[src/gga_pkg.sv]
// Package with constants, types and helper functions of the GGA sentence position decoder.
package gga_pkg;

  localparam int ScanLimit  = 128;
  localparam int FieldLimit = 14;

  localparam logic [7:0] CHAR_DOLLAR = 8'h24;
  localparam logic [7:0] CHAR_STAR   = 8'h2A;
  localparam logic [7:0] CHAR_COMMA  = 8'h2C;
  localparam logic [7:0] CHAR_DOT    = 8'h2E;
  localparam logic [7:0] CHAR_MINUS  = 8'h2D;
  localparam logic [7:0] CHAR_ZERO   = 8'h30;
  localparam logic [7:0] CHAR_NINE   = 8'h39;
  localparam logic [7:0] CHAR_UP_S   = 8'h53;
  localparam logic [7:0] CHAR_LO_S   = 8'h73;
  localparam logic [7:0] CHAR_UP_W   = 8'h57;
  localparam logic [7:0] CHAR_LO_W   = 8'h77;
  localparam logic [7:0] CHAR_UP_K   = 8'h4B;
  localparam logic [7:0] CHAR_LO_K   = 8'h6B;

  localparam logic [2:0] HEADER_LEN = 3'd6;

  localparam logic [3:0] FIELD_TIME     = 4'd1;
  localparam logic [3:0] FIELD_LAT      = 4'd2;
  localparam logic [3:0] FIELD_LAT_HEMI = 4'd3;
  localparam logic [3:0] FIELD_LON      = 4'd4;
  localparam logic [3:0] FIELD_LON_HEMI = 4'd5;
  localparam logic [3:0] FIELD_ALT      = 4'd9;
  localparam logic [3:0] FIELD_ALT_UNIT = 4'd10;
  localparam logic [3:0] FIELDS_NEEDED  = 4'd10;

  localparam logic [2:0] TIME_DIGITS = 3'd6;

  localparam logic [1:0] STATUS_DECODED    = 2'd0;
  localparam logic [1:0] STATUS_BAD_HEADER = 2'd1;
  localparam logic [1:0] STATUS_SHORT      = 2'd2;

  localparam logic [29:0] ACC_MAX      = 30'd999999999;
  localparam int          MinuteScale  = 1000000;
  localparam logic [9:0]  DEG_MAX      = 10'd999;
  localparam logic [19:0] MIN_MAX      = 20'd999999;
  // Rounded-up 2^24 / 3, exact for dividends below 2^23.
  localparam logic [22:0] RECIP_THREE  = 23'd5592406;

  typedef struct packed {
    logic [9:0]  degrees;
    logic [19:0] minutes;
  } coord_t;

  function automatic logic [7:0] header_char(logic [2:0] pos);
    logic [7:0] ch;
    case (pos)
      3'd0:    ch = CHAR_DOLLAR;
      3'd1:    ch = 8'h47;
      3'd2:    ch = 8'h50;
      3'd3:    ch = 8'h47;
      3'd4:    ch = 8'h47;
      3'd5:    ch = 8'h41;
      default: ch = 8'h00;
    endcase
    return ch;
  endfunction

  function automatic logic [3:0] digit_val(logic [7:0] ch);
    logic [7:0] diff;
    diff = ch - CHAR_ZERO;
    return (ch >= CHAR_ZERO && ch <= CHAR_NINE) ? diff[3:0] : 4'd0;
  endfunction

  // Appends a decimal digit to a value kept as degrees and millionths, saturating.
  function automatic coord_t coord_push(coord_t acc, logic [3:0] dig);
    logic [23:0] t;
    logic [3:0]  carry;
    logic [23:0] rem;
    logic [13:0] deg;
    coord_t      res;
    t     = {4'b0, acc.minutes} * 24'd10 + {20'b0, dig};
    carry = 4'd0;
    for (int k = 1; k <= 9; k++) begin
      if (t >= 24'(k * MinuteScale)) carry = 4'(k);
    end
    rem = t - {20'b0, carry} * 24'(MinuteScale);
    deg = {4'b0, acc.degrees} * 14'd10 + {10'b0, carry};
    if (deg > {4'b0, DEG_MAX}) begin
      res.degrees = DEG_MAX;
      res.minutes = MIN_MAX;
    end else begin
      res.degrees = deg[9:0];
      res.minutes = rem[19:0];
    end
    return res;
  endfunction

  function automatic logic [29:0] acc_push(logic [29:0] acc, logic [3:0] dig);
    logic [33:0] t;
    t = {4'b0, acc} * 34'd10 + {30'b0, dig};
    return (t > {4'b0, ACC_MAX}) ? ACC_MAX : t[29:0];
  endfunction

  function automatic logic signed [30:0] signed_out(logic [39:0] mag, logic neg);
    logic [30:0] sat;
    sat = (mag > {10'b0, ACC_MAX}) ? {1'b0, ACC_MAX} : mag[30:0];
    return neg ? -sat : sat;
  endfunction

endpackage

[src/gga_sentence_position_decoder_top.sv]
// Top level of the GGA sentence position decoder: byte parser and result pipeline.
//
// The slave stream (s_tvalid, s_tready, s_tdata) carries one received ASCII
// character per transaction. A '$' opens a sentence, the header must read
// $GPGGA, and commas step through the fields. A '*' inside a sentence closes
// it and produces one transaction on the master stream (m_tvalid, m_tready,
// m_tdata) holding a status, the UTC time as BCD, latitude and longitude in
// degrees times 10^6 and the integer altitude. No other byte gives a result.
// Every byte updates the parser state in the cycle it is accepted, so one
// byte is taken per cycle while s_tready is high. The result of a '*' is
// captured in the first stage, scaled by the multiplies in the second and
// summed, saturated and signed in the third, which drives m_tvalid.
// The three result stages form an elastic pipeline; when the receiver stalls,
// results wait in the stages, bytes keep flowing until all three hold a
// result, and then s_tready drops until m_tready frees a stage.
// A synchronous reset on rst leaves the parser outside any sentence and
// empties the pipeline.
module gga_sentence_position_decoder_top (
  input  logic         clk,
  input  logic         rst,
  input  logic         s_tvalid,
  output logic         s_tready,
  input  logic [7:0]   s_tdata,   // rx_byte
  output logic         m_tvalid,
  input  logic         m_tready,
  output logic [119:0] m_tdata    // status, utc_time_bcd, latitude, longitude, altitude, pad
);

  logic               in_sentence, in_sentence_next;
  logic [2:0]         header_pos, header_pos_next;
  logic               header_ok, header_ok_next;
  logic [3:0]         field_index, field_index_next;
  logic [7:0]         char_count, char_count_next;
  logic               field_first_char, field_first_char_next;
  logic [23:0]        time_shift, time_shift_next;
  logic [2:0]         time_digit_count, time_digit_count_next;
  logic               time_done, time_done_next;
  gga_pkg::coord_t    lat_accum, lat_accum_next;
  logic               lat_south, lat_south_next;
  gga_pkg::coord_t    lon_accum, lon_accum_next;
  logic               lon_west, lon_west_next;
  logic [29:0]        alt_accum, alt_accum_next;
  logic               alt_negative, alt_negative_next;
  logic               alt_done, alt_done_next;
  logic               alt_kilometre, alt_kilometre_next;

  logic               in_fire;
  logic               star_hit;
  logic [3:0]         digit;
  logic               ready1, ready2, ready3;
  logic [1:0]         status_now;

  logic               v1;
  logic [1:0]         p1_status;
  logic [23:0]        p1_time;
  gga_pkg::coord_t    p1_lat;
  logic               p1_lat_neg;
  gga_pkg::coord_t    p1_lon;
  logic               p1_lon_neg;
  logic [29:0]        p1_alt;
  logic               p1_alt_km;
  logic               p1_alt_neg;

  logic               v2;
  logic [1:0]         p2_status;
  logic [23:0]        p2_time;
  logic [29:0]        p2_lat_deg;
  logic [20:0]        p2_lat_frac;
  logic               p2_lat_neg;
  logic [29:0]        p2_lon_deg;
  logic [20:0]        p2_lon_frac;
  logic               p2_lon_neg;
  logic [39:0]        p2_alt;
  logic               p2_alt_neg;

  logic [22:0]        lat_x5, lon_x5;
  logic [45:0]        lat_prod, lon_prod;
  logic signed [30:0] lat_out, lon_out, alt_out;

  assign in_fire = s_tvalid && s_tready;
  assign digit   = gga_pkg::digit_val(s_tdata);

  always_comb begin
    in_sentence_next      = in_sentence;
    header_pos_next       = header_pos;
    header_ok_next        = header_ok;
    field_index_next      = field_index;
    char_count_next       = char_count;
    field_first_char_next = field_first_char;
    time_shift_next       = time_shift;
    time_digit_count_next = time_digit_count;
    time_done_next        = time_done;
    lat_accum_next        = lat_accum;
    lat_south_next        = lat_south;
    lon_accum_next        = lon_accum;
    lon_west_next         = lon_west;
    alt_accum_next        = alt_accum;
    alt_negative_next     = alt_negative;
    alt_done_next         = alt_done;
    alt_kilometre_next    = alt_kilometre;
    star_hit              = 1'b0;
    if (in_fire) begin
      if (s_tdata == gga_pkg::CHAR_DOLLAR) begin
        in_sentence_next      = 1'b1;
        header_pos_next       = 3'd1;
        header_ok_next        = 1'b1;
        field_index_next      = 4'd0;
        char_count_next       = 8'd1;
        field_first_char_next = 1'b1;
        time_shift_next       = '0;
        time_digit_count_next = '0;
        time_done_next        = 1'b0;
        lat_accum_next        = '0;
        lat_south_next        = 1'b0;
        lon_accum_next        = '0;
        lon_west_next         = 1'b0;
        alt_accum_next        = '0;
        alt_negative_next     = 1'b0;
        alt_done_next         = 1'b0;
        alt_kilometre_next    = 1'b0;
      end else if (in_sentence) begin
        if (s_tdata == gga_pkg::CHAR_STAR) begin
          in_sentence_next = 1'b0;
          star_hit         = 1'b1;
        end else if (char_count < 8'(gga_pkg::ScanLimit)) begin
          char_count_next = char_count + 8'd1;
          if (header_pos < gga_pkg::HEADER_LEN) begin
            if (s_tdata != gga_pkg::header_char(header_pos)) header_ok_next = 1'b0;
            header_pos_next = header_pos + 3'd1;
          end else if (s_tdata == gga_pkg::CHAR_COMMA) begin
            if (field_index < 4'(gga_pkg::FieldLimit)) field_index_next = field_index + 4'd1;
            field_first_char_next = 1'b1;
          end else begin
            field_first_char_next = 1'b0;
            case (field_index)
              gga_pkg::FIELD_TIME: begin
                if (!time_done) begin
                  if (s_tdata == gga_pkg::CHAR_DOT) begin
                    time_done_next = 1'b1;
                  end else if (time_digit_count < gga_pkg::TIME_DIGITS) begin
                    time_shift_next       = {time_shift[19:0], digit};
                    time_digit_count_next = time_digit_count + 3'd1;
                  end
                end
              end
              gga_pkg::FIELD_LAT: begin
                if (s_tdata != gga_pkg::CHAR_DOT) begin
                  lat_accum_next = gga_pkg::coord_push(lat_accum, digit);
                end
              end
              gga_pkg::FIELD_LAT_HEMI: begin
                if (field_first_char) begin
                  lat_south_next = (s_tdata == gga_pkg::CHAR_UP_S) ||
                                   (s_tdata == gga_pkg::CHAR_LO_S);
                end
              end
              gga_pkg::FIELD_LON: begin
                if (s_tdata != gga_pkg::CHAR_DOT) begin
                  lon_accum_next = gga_pkg::coord_push(lon_accum, digit);
                end
              end
              gga_pkg::FIELD_LON_HEMI: begin
                if (field_first_char) begin
                  lon_west_next = (s_tdata == gga_pkg::CHAR_UP_W) ||
                                  (s_tdata == gga_pkg::CHAR_LO_W);
                end
              end
              gga_pkg::FIELD_ALT: begin
                if (!alt_done) begin
                  if (s_tdata == gga_pkg::CHAR_DOT) begin
                    alt_done_next = 1'b1;
                  end else if (field_first_char && s_tdata == gga_pkg::CHAR_MINUS) begin
                    alt_negative_next = 1'b1;
                  end else begin
                    alt_accum_next = gga_pkg::acc_push(alt_accum, digit);
                  end
                end
              end
              gga_pkg::FIELD_ALT_UNIT: begin
                if (field_first_char) begin
                  alt_kilometre_next = (s_tdata == gga_pkg::CHAR_UP_K) ||
                                       (s_tdata == gga_pkg::CHAR_LO_K);
                end
              end
              default: begin
              end
            endcase
          end
        end
      end
    end
  end

  always_ff @(posedge clk) begin
    if (rst) begin
      in_sentence      <= 1'b0;
      header_pos       <= '0;
      header_ok        <= 1'b0;
      field_index      <= '0;
      char_count       <= '0;
      field_first_char <= 1'b1;
      time_shift       <= '0;
      time_digit_count <= '0;
      time_done        <= 1'b0;
      lat_accum        <= '0;
      lat_south        <= 1'b0;
      lon_accum        <= '0;
      lon_west         <= 1'b0;
      alt_accum        <= '0;
      alt_negative     <= 1'b0;
      alt_done         <= 1'b0;
      alt_kilometre    <= 1'b0;
    end else begin
      in_sentence      <= in_sentence_next;
      header_pos       <= header_pos_next;
      header_ok        <= header_ok_next;
      field_index      <= field_index_next;
      char_count       <= char_count_next;
      field_first_char <= field_first_char_next;
      time_shift       <= time_shift_next;
      time_digit_count <= time_digit_count_next;
      time_done        <= time_done_next;
      lat_accum        <= lat_accum_next;
      lat_south        <= lat_south_next;
      lon_accum        <= lon_accum_next;
      lon_west         <= lon_west_next;
      alt_accum        <= alt_accum_next;
      alt_negative     <= alt_negative_next;
      alt_done         <= alt_done_next;
      alt_kilometre    <= alt_kilometre_next;
    end
  end

  assign ready3   = !m_tvalid || m_tready;
  assign ready2   = !v2 || ready3;
  assign ready1   = !v1 || ready2;
  assign s_tready = ready1;

  always_comb begin
    if (!header_ok || header_pos < gga_pkg::HEADER_LEN) begin
      status_now = gga_pkg::STATUS_BAD_HEADER;
    end else if (field_index < gga_pkg::FIELDS_NEEDED) begin
      status_now = gga_pkg::STATUS_SHORT;
    end else begin
      status_now = gga_pkg::STATUS_DECODED;
    end
  end

  always_ff @(posedge clk) begin
    if (rst) begin
      v1 <= 1'b0;
    end else if (ready1) begin
      v1 <= star_hit;
    end
    if (star_hit) begin
      p1_status  <= status_now;
      p1_time    <= time_shift << {gga_pkg::TIME_DIGITS - time_digit_count, 2'b00};
      p1_lat     <= lat_accum;
      p1_lat_neg <= lat_south;
      p1_lon     <= lon_accum;
      p1_lon_neg <= lon_west;
      p1_alt     <= alt_accum;
      p1_alt_km  <= alt_kilometre;
      p1_alt_neg <= alt_negative;
    end
  end

  assign lat_x5   = {1'b0, p1_lat.minutes, 2'b00} + {3'b0, p1_lat.minutes};
  assign lon_x5   = {1'b0, p1_lon.minutes, 2'b00} + {3'b0, p1_lon.minutes};
  assign lat_prod = {23'b0, lat_x5} * {23'b0, gga_pkg::RECIP_THREE};
  assign lon_prod = {23'b0, lon_x5} * {23'b0, gga_pkg::RECIP_THREE};

  always_ff @(posedge clk) begin
    if (rst) begin
      v2 <= 1'b0;
    end else if (ready2) begin
      v2 <= v1;
    end
    if (ready2 && v1) begin
      p2_status   <= p1_status;
      p2_time     <= p1_time;
      p2_lat_deg  <= {20'b0, p1_lat.degrees} * 30'(gga_pkg::MinuteScale);
      p2_lat_frac <= lat_prod[44:24];
      p2_lat_neg  <= p1_lat_neg;
      p2_lon_deg  <= {20'b0, p1_lon.degrees} * 30'(gga_pkg::MinuteScale);
      p2_lon_frac <= lon_prod[44:24];
      p2_lon_neg  <= p1_lon_neg;
      p2_alt      <= p1_alt_km ? {10'b0, p1_alt} * 40'd1000 : {10'b0, p1_alt};
      p2_alt_neg  <= p1_alt_neg;
    end
  end

  assign lat_out = gga_pkg::signed_out({10'b0, p2_lat_deg} + {19'b0, p2_lat_frac}, p2_lat_neg);
  assign lon_out = gga_pkg::signed_out({10'b0, p2_lon_deg} + {19'b0, p2_lon_frac}, p2_lon_neg);
  assign alt_out = gga_pkg::signed_out(p2_alt, p2_alt_neg);

  always_ff @(posedge clk) begin
    if (rst) begin
      m_tvalid <= 1'b0;
    end else if (ready3) begin
      m_tvalid <= v2;
    end
    if (ready3 && v2) begin
      if (p2_status == gga_pkg::STATUS_DECODED) begin
        m_tdata <= {1'b0, alt_out, lon_out, lat_out, p2_time, p2_status};
      end else begin
        m_tdata <= {118'b0, p2_status};
      end
    end
  end

endmodule

[config.mk]
export PLATFORM = sky130hd
export DESIGN_NAME = gga_sentence_position_decoder_top
export DESIGN_NICKNAME = d
export VERILOG_FILES = /design/src/gga_pkg.sv /design/src/gga_sentence_position_decoder_top.sv
export SDC_FILE = /design/constraint.sdc
export NUM_CORES = 2
export LEC_CHECK = 0
export BUFFER_PORTS_ARGS = -buffer_cell sky130_fd_sc_hd__buf_2
export CORE_UTILIZATION = 45
export CTS_BUF_LIST = sky130_fd_sc_hd__clkbuf_4 sky130_fd_sc_hd__clkbuf_8 sky130_fd_sc_hd__clkbuf_16
export DETAILED_ROUTE_END_ITERATION = 8
export GPL_ROUTABILITY_DRIVEN = 0
export GPL_TIMING_DRIVEN = 0
export PLACE_DENSITY = 0.57
export SLEW_MARGIN = 10
export SYNTH_ARGS = -nofsm -noshare
export SYNTH_HDL_FRONTEND = slang
export SYNTH_SLANG_ARGS = --single-unit
export TNS_END_PERCENT = 10
[constraint.sdc]
create_clock -name clk -period 17.55 [get_ports clk]
set_clock_uncertainty 0.15 [all_clocks]
set_input_delay 3.51 -clock clk [delete_from_list [all_inputs] [get_ports clk]]
set_output_delay 3.51 -clock clk [all_outputs]
set_load 0.1 [all_outputs]
==> impl_metrics.yaml <==
outcome:
  outcome: "finished, final reports clean"
yosys:
  synth-edff-count: 398
  ys.flop_type: "edfxtp_1"
  ys_ff_latch: 542
  yosysSeqAreaShare_pct: 24.2
  synth.distinct_cells: 117
  syn_inst: 6153
  synth_nets: 7663
  async_flop_share_pct: 0
  yosysWarnings: 0
  synthesis.area_um2: 61200
  syn_area_per_cell_um2: 9.94
grt:
  grt_pass1_vias: 44400
  grt_pass1_wl_um: 247000
  antenna_found_initial: 3
  overflow: 0
  grtUsageTotal_pct: 22.7
  grt_max_degree: 85
worst_hold_path:
  hold_start: "p1_time[8]"
  hp-class: "reg2reg"
  hold_path_end: "p2_time[8]"
  holdPathStages: 0
floorplanning:
  die-area_um2: 137000
  start_util_pct: 45.6
  core_um2: 134000
  rows: 134
  die_h_um: 371
  die_x_um: 371
  ios: 134
setup_path:
  r2r_cells: 39
  path_buf_inv: 4
  max_stage_delay_ns: 0.61
  critPathMostFrequentCell: "fa_1"
  end_kind: "flop"
  crit_fanout: 9
  cp_top_family: "compound AO/OA/AOI/OAI gates"
  cp.required_ns: 17.77
  arrival_ns: 12.30
  r2r-start: "p1_lat[0]"
  r2r_setup_slack_ns: 5.47
  reg2reg_to: "p2_lat_frac[20]"
  start_kind: "flop"
  crit_type: "reg2reg"
  slowest_stage: "edfxtp_1"
drt:
  firstDrtPassIters: 6
  remaining_drc_errors: 0
  wl_per_cell_um: 18.9
  routed_wl_um: 155000
  num_vias: 44600
  drt_iter0_drc: 2922
  drt.antenna.violating_nets: 0
  vias_per_cell: 5.45
cells_and_area:
  syn_to_final_growth_pct: 8.90
  antenna_cells: 0
  final_layout_size_suffix_gt1_share_pct: 6.54
  multi_input_area_um2: 42600
  seqCellArea_um2: 14800
  nNetsFinal: 7874
  fin_util_pct: 49.7
  final_cells: 8186
  layout_commonest_cell: "ha_1"
  fillers: 12500
  final_cell_mix: "946 x ha_1, 829 x inv_1, 552 x fa_1, 398 x nor2_1, 398 x edfxtp_1"
timing:
  relSlewSlack_pct: 23.4
  finalHoldViolations: 0
  timing.fmax_ghz: 0.0828
  maxSlewViolCount: 0
  finalSetupViolations: 0
  fin_ws_ns: 5.47
  min_period_over_period_pct: 68.8
  tightest_slew_ns: 1.14
  fin_crit_ns: 12.08
  rsz0062_at_grt: "no"
  holdWs_ns: 0.267
pwr:
  seqPwrFrac_pct: 48.4
  p_int_mw: 2.20
  power_density_nw_per_um2: 42.1
  p_comb_share_pct: 0.7
  p_leak_nw: 29.8
  finalPower_mw: 2.80
  p_sw_mw: 0.607
  irDropWorstVdd_mv: 0.0546
  clkPwrFrac_pct: 50.8
  switching_share_pct: 21.7
placed_design:
  dp.cells: 8063
  post-place-ws_ns: 5.12
  dpl.hpwl_um: 128000
  port_buffers: 129
clock_network:
  cts_buffer_depth: 3
  post_cts_buffers: 0
  clk_latency_ns: 0.66
  htreeDepth: 3
  cts_tree: "built"
  numCtsBuffers: 67
  clkTransAtPathRegs_ns: 0.06
  clock_sinks: 542
  hold_buffers: 0
  ctsResizeCount: 0
  root_buffer: "clkbuf_16"
flow_run:
  cap_violations: 0
layer usage:
layer / track usage (%) / share of wire (%) / wire (µm) / up-vias
li1: - / - / - / 22000
met1: 33.5 / 50 / 77700 / 21600
met2: 35.4 / 44 / 68100 / 855
met3: 3.12 / 4.0 / 6280 / 164
met4: 4.65 / 1.9 / 2970 / 0
met5: 0 / 0 / 0 / -
cell usage after synthesis, drive strengths merged (17+ instances only):
cell type	n	share of area [%]
nand3	112	0.92
a211o	17	0.25
mux2i	35	0.57
and2	78	0.80
and3	50	0.51
xnor2	284	4.1
o21a	47	0.58
nor2	399	2.5
o211ai	41	0.53
or3	45	0.46
o31ai	31	0.41
o21bai	63	0.77
ha	946	19
or2	40	0.41
a22oi	41	0.50
fa	552	18
nand3b	17	0.21
nand2b	49	0.51
o21ai	207	1.7
a211oi	69	0.88
nand2	282	1.7
inv	830	5.1
buf	19	0.20
nor3	119	0.98
a21o	87	1.1
a21oi	393	3.2
clkbuf	133	0.82
nor2b	47	0.48
xor2	121	1.7
mux2	45	0.83
edfxtp	398	20
nor4	35	0.43
nand4	40	0.41
dfxtp	144	4.7
a31oi	56	0.61
nor3b	23	0.28
how the worst max path moves through the flow:
stage	end	depth (start not counted)	slack (ns)	startpoint
2_1_floorplan	p2_alt[0]	2	1.42	m_tready
3_3_place_gp	p2_lon_frac[5]	3	-4.52	m_tready
3_5_place_dp	lat_accum[3]	31	5.12	s_tdata[4]
4_1_cts	p2_lat_frac[20]	39	5.47	p1_lat[0]
5_1_grt	p2_lat_frac[20]	40	4.76	p1_lat[1]
6_report	p2_lat_frac[20]	39	5.47	p1_lat[0]
logic make-up (layout without fill, tap and decap cells):
| logic type | Yosys count | count (layout) | share of synthesized area, % |
|---|---|---|---|
| AOI/OAI and AO/OA | 1260 | 1260 | 13.7 |
| xor gates and xnor gates | 405 | 405 | 5.81 |
| adders and majority gates | 1500 | 1500 | 37.4 |
| buffers and inverters | 984 | 1249 | 6.13 |
| DFF | 542 | 542 | 24.2 |
| muxes | 80 | 80 | 1.40 |
| other | 1 | 1 | 0.00613 |
| and+or+nand+nor | 1381 | 1381 | 11.3 |
worst register-to-register path, delay by kind of cell (launching register included):
| kind | cells | cell delay, ns |
|---|---|---|
| XOR/XNOR | 2 | 0.69 |
| AO/OA/AOI/OAI | 19 | 4.73 |
| buffers and inverters | 4 | 0.22 |
| adder cells (fa/ha/maj) | 10 | 4.60 |
| AND/OR/NAND/NOR | 4 | 0.78 |
| flip-flops | 1 | 0.61 |
power by group through the flow:
stage	registers, mW	clock network, mW	logic (mW)
after floorplan	1.38	0	0.0114
after global placement	1.38	0	0.0205
after detailed placement	1.38	0	0.0207
after CTS	1.36	1.46	0.0207
after global routing	1.36	1.50	0.0222
final	1.36	1.42	0.0206
registers in the layout, summed over array words and instances (netlist names), 30 cells and up:
signal	flops
p1_lat	30
p2_alt	40
p1_alt	30
lat_accum	30
alt_accum	30
m_tdata	119
p1_lon	30
lon_accum	30
area by class of cell:
type / instances / area share [%]
inverters: 831 / 4.69
plain buffers: 153 / 0.948
well taps: 1768 / 3.32
multi-input cells: 4627 / 64.0
repair buffers: 142 / 1.38
clock buffers: 79 / 2.70
flip-flops and latches: 542 / 22.3
clock inverters: 44 / 0.729
per-stage QoR:
stage	setup TNS [ns]	instance area [µm²]
6_report	0	66600
5_1_grt	0	66600
4_1_cts	0	66600
3_5_place_dp	0	64300
3_3_place_gp	-710.33	64000
2_1_floorplan	0	61200
(Power assumes the default switching activity.)
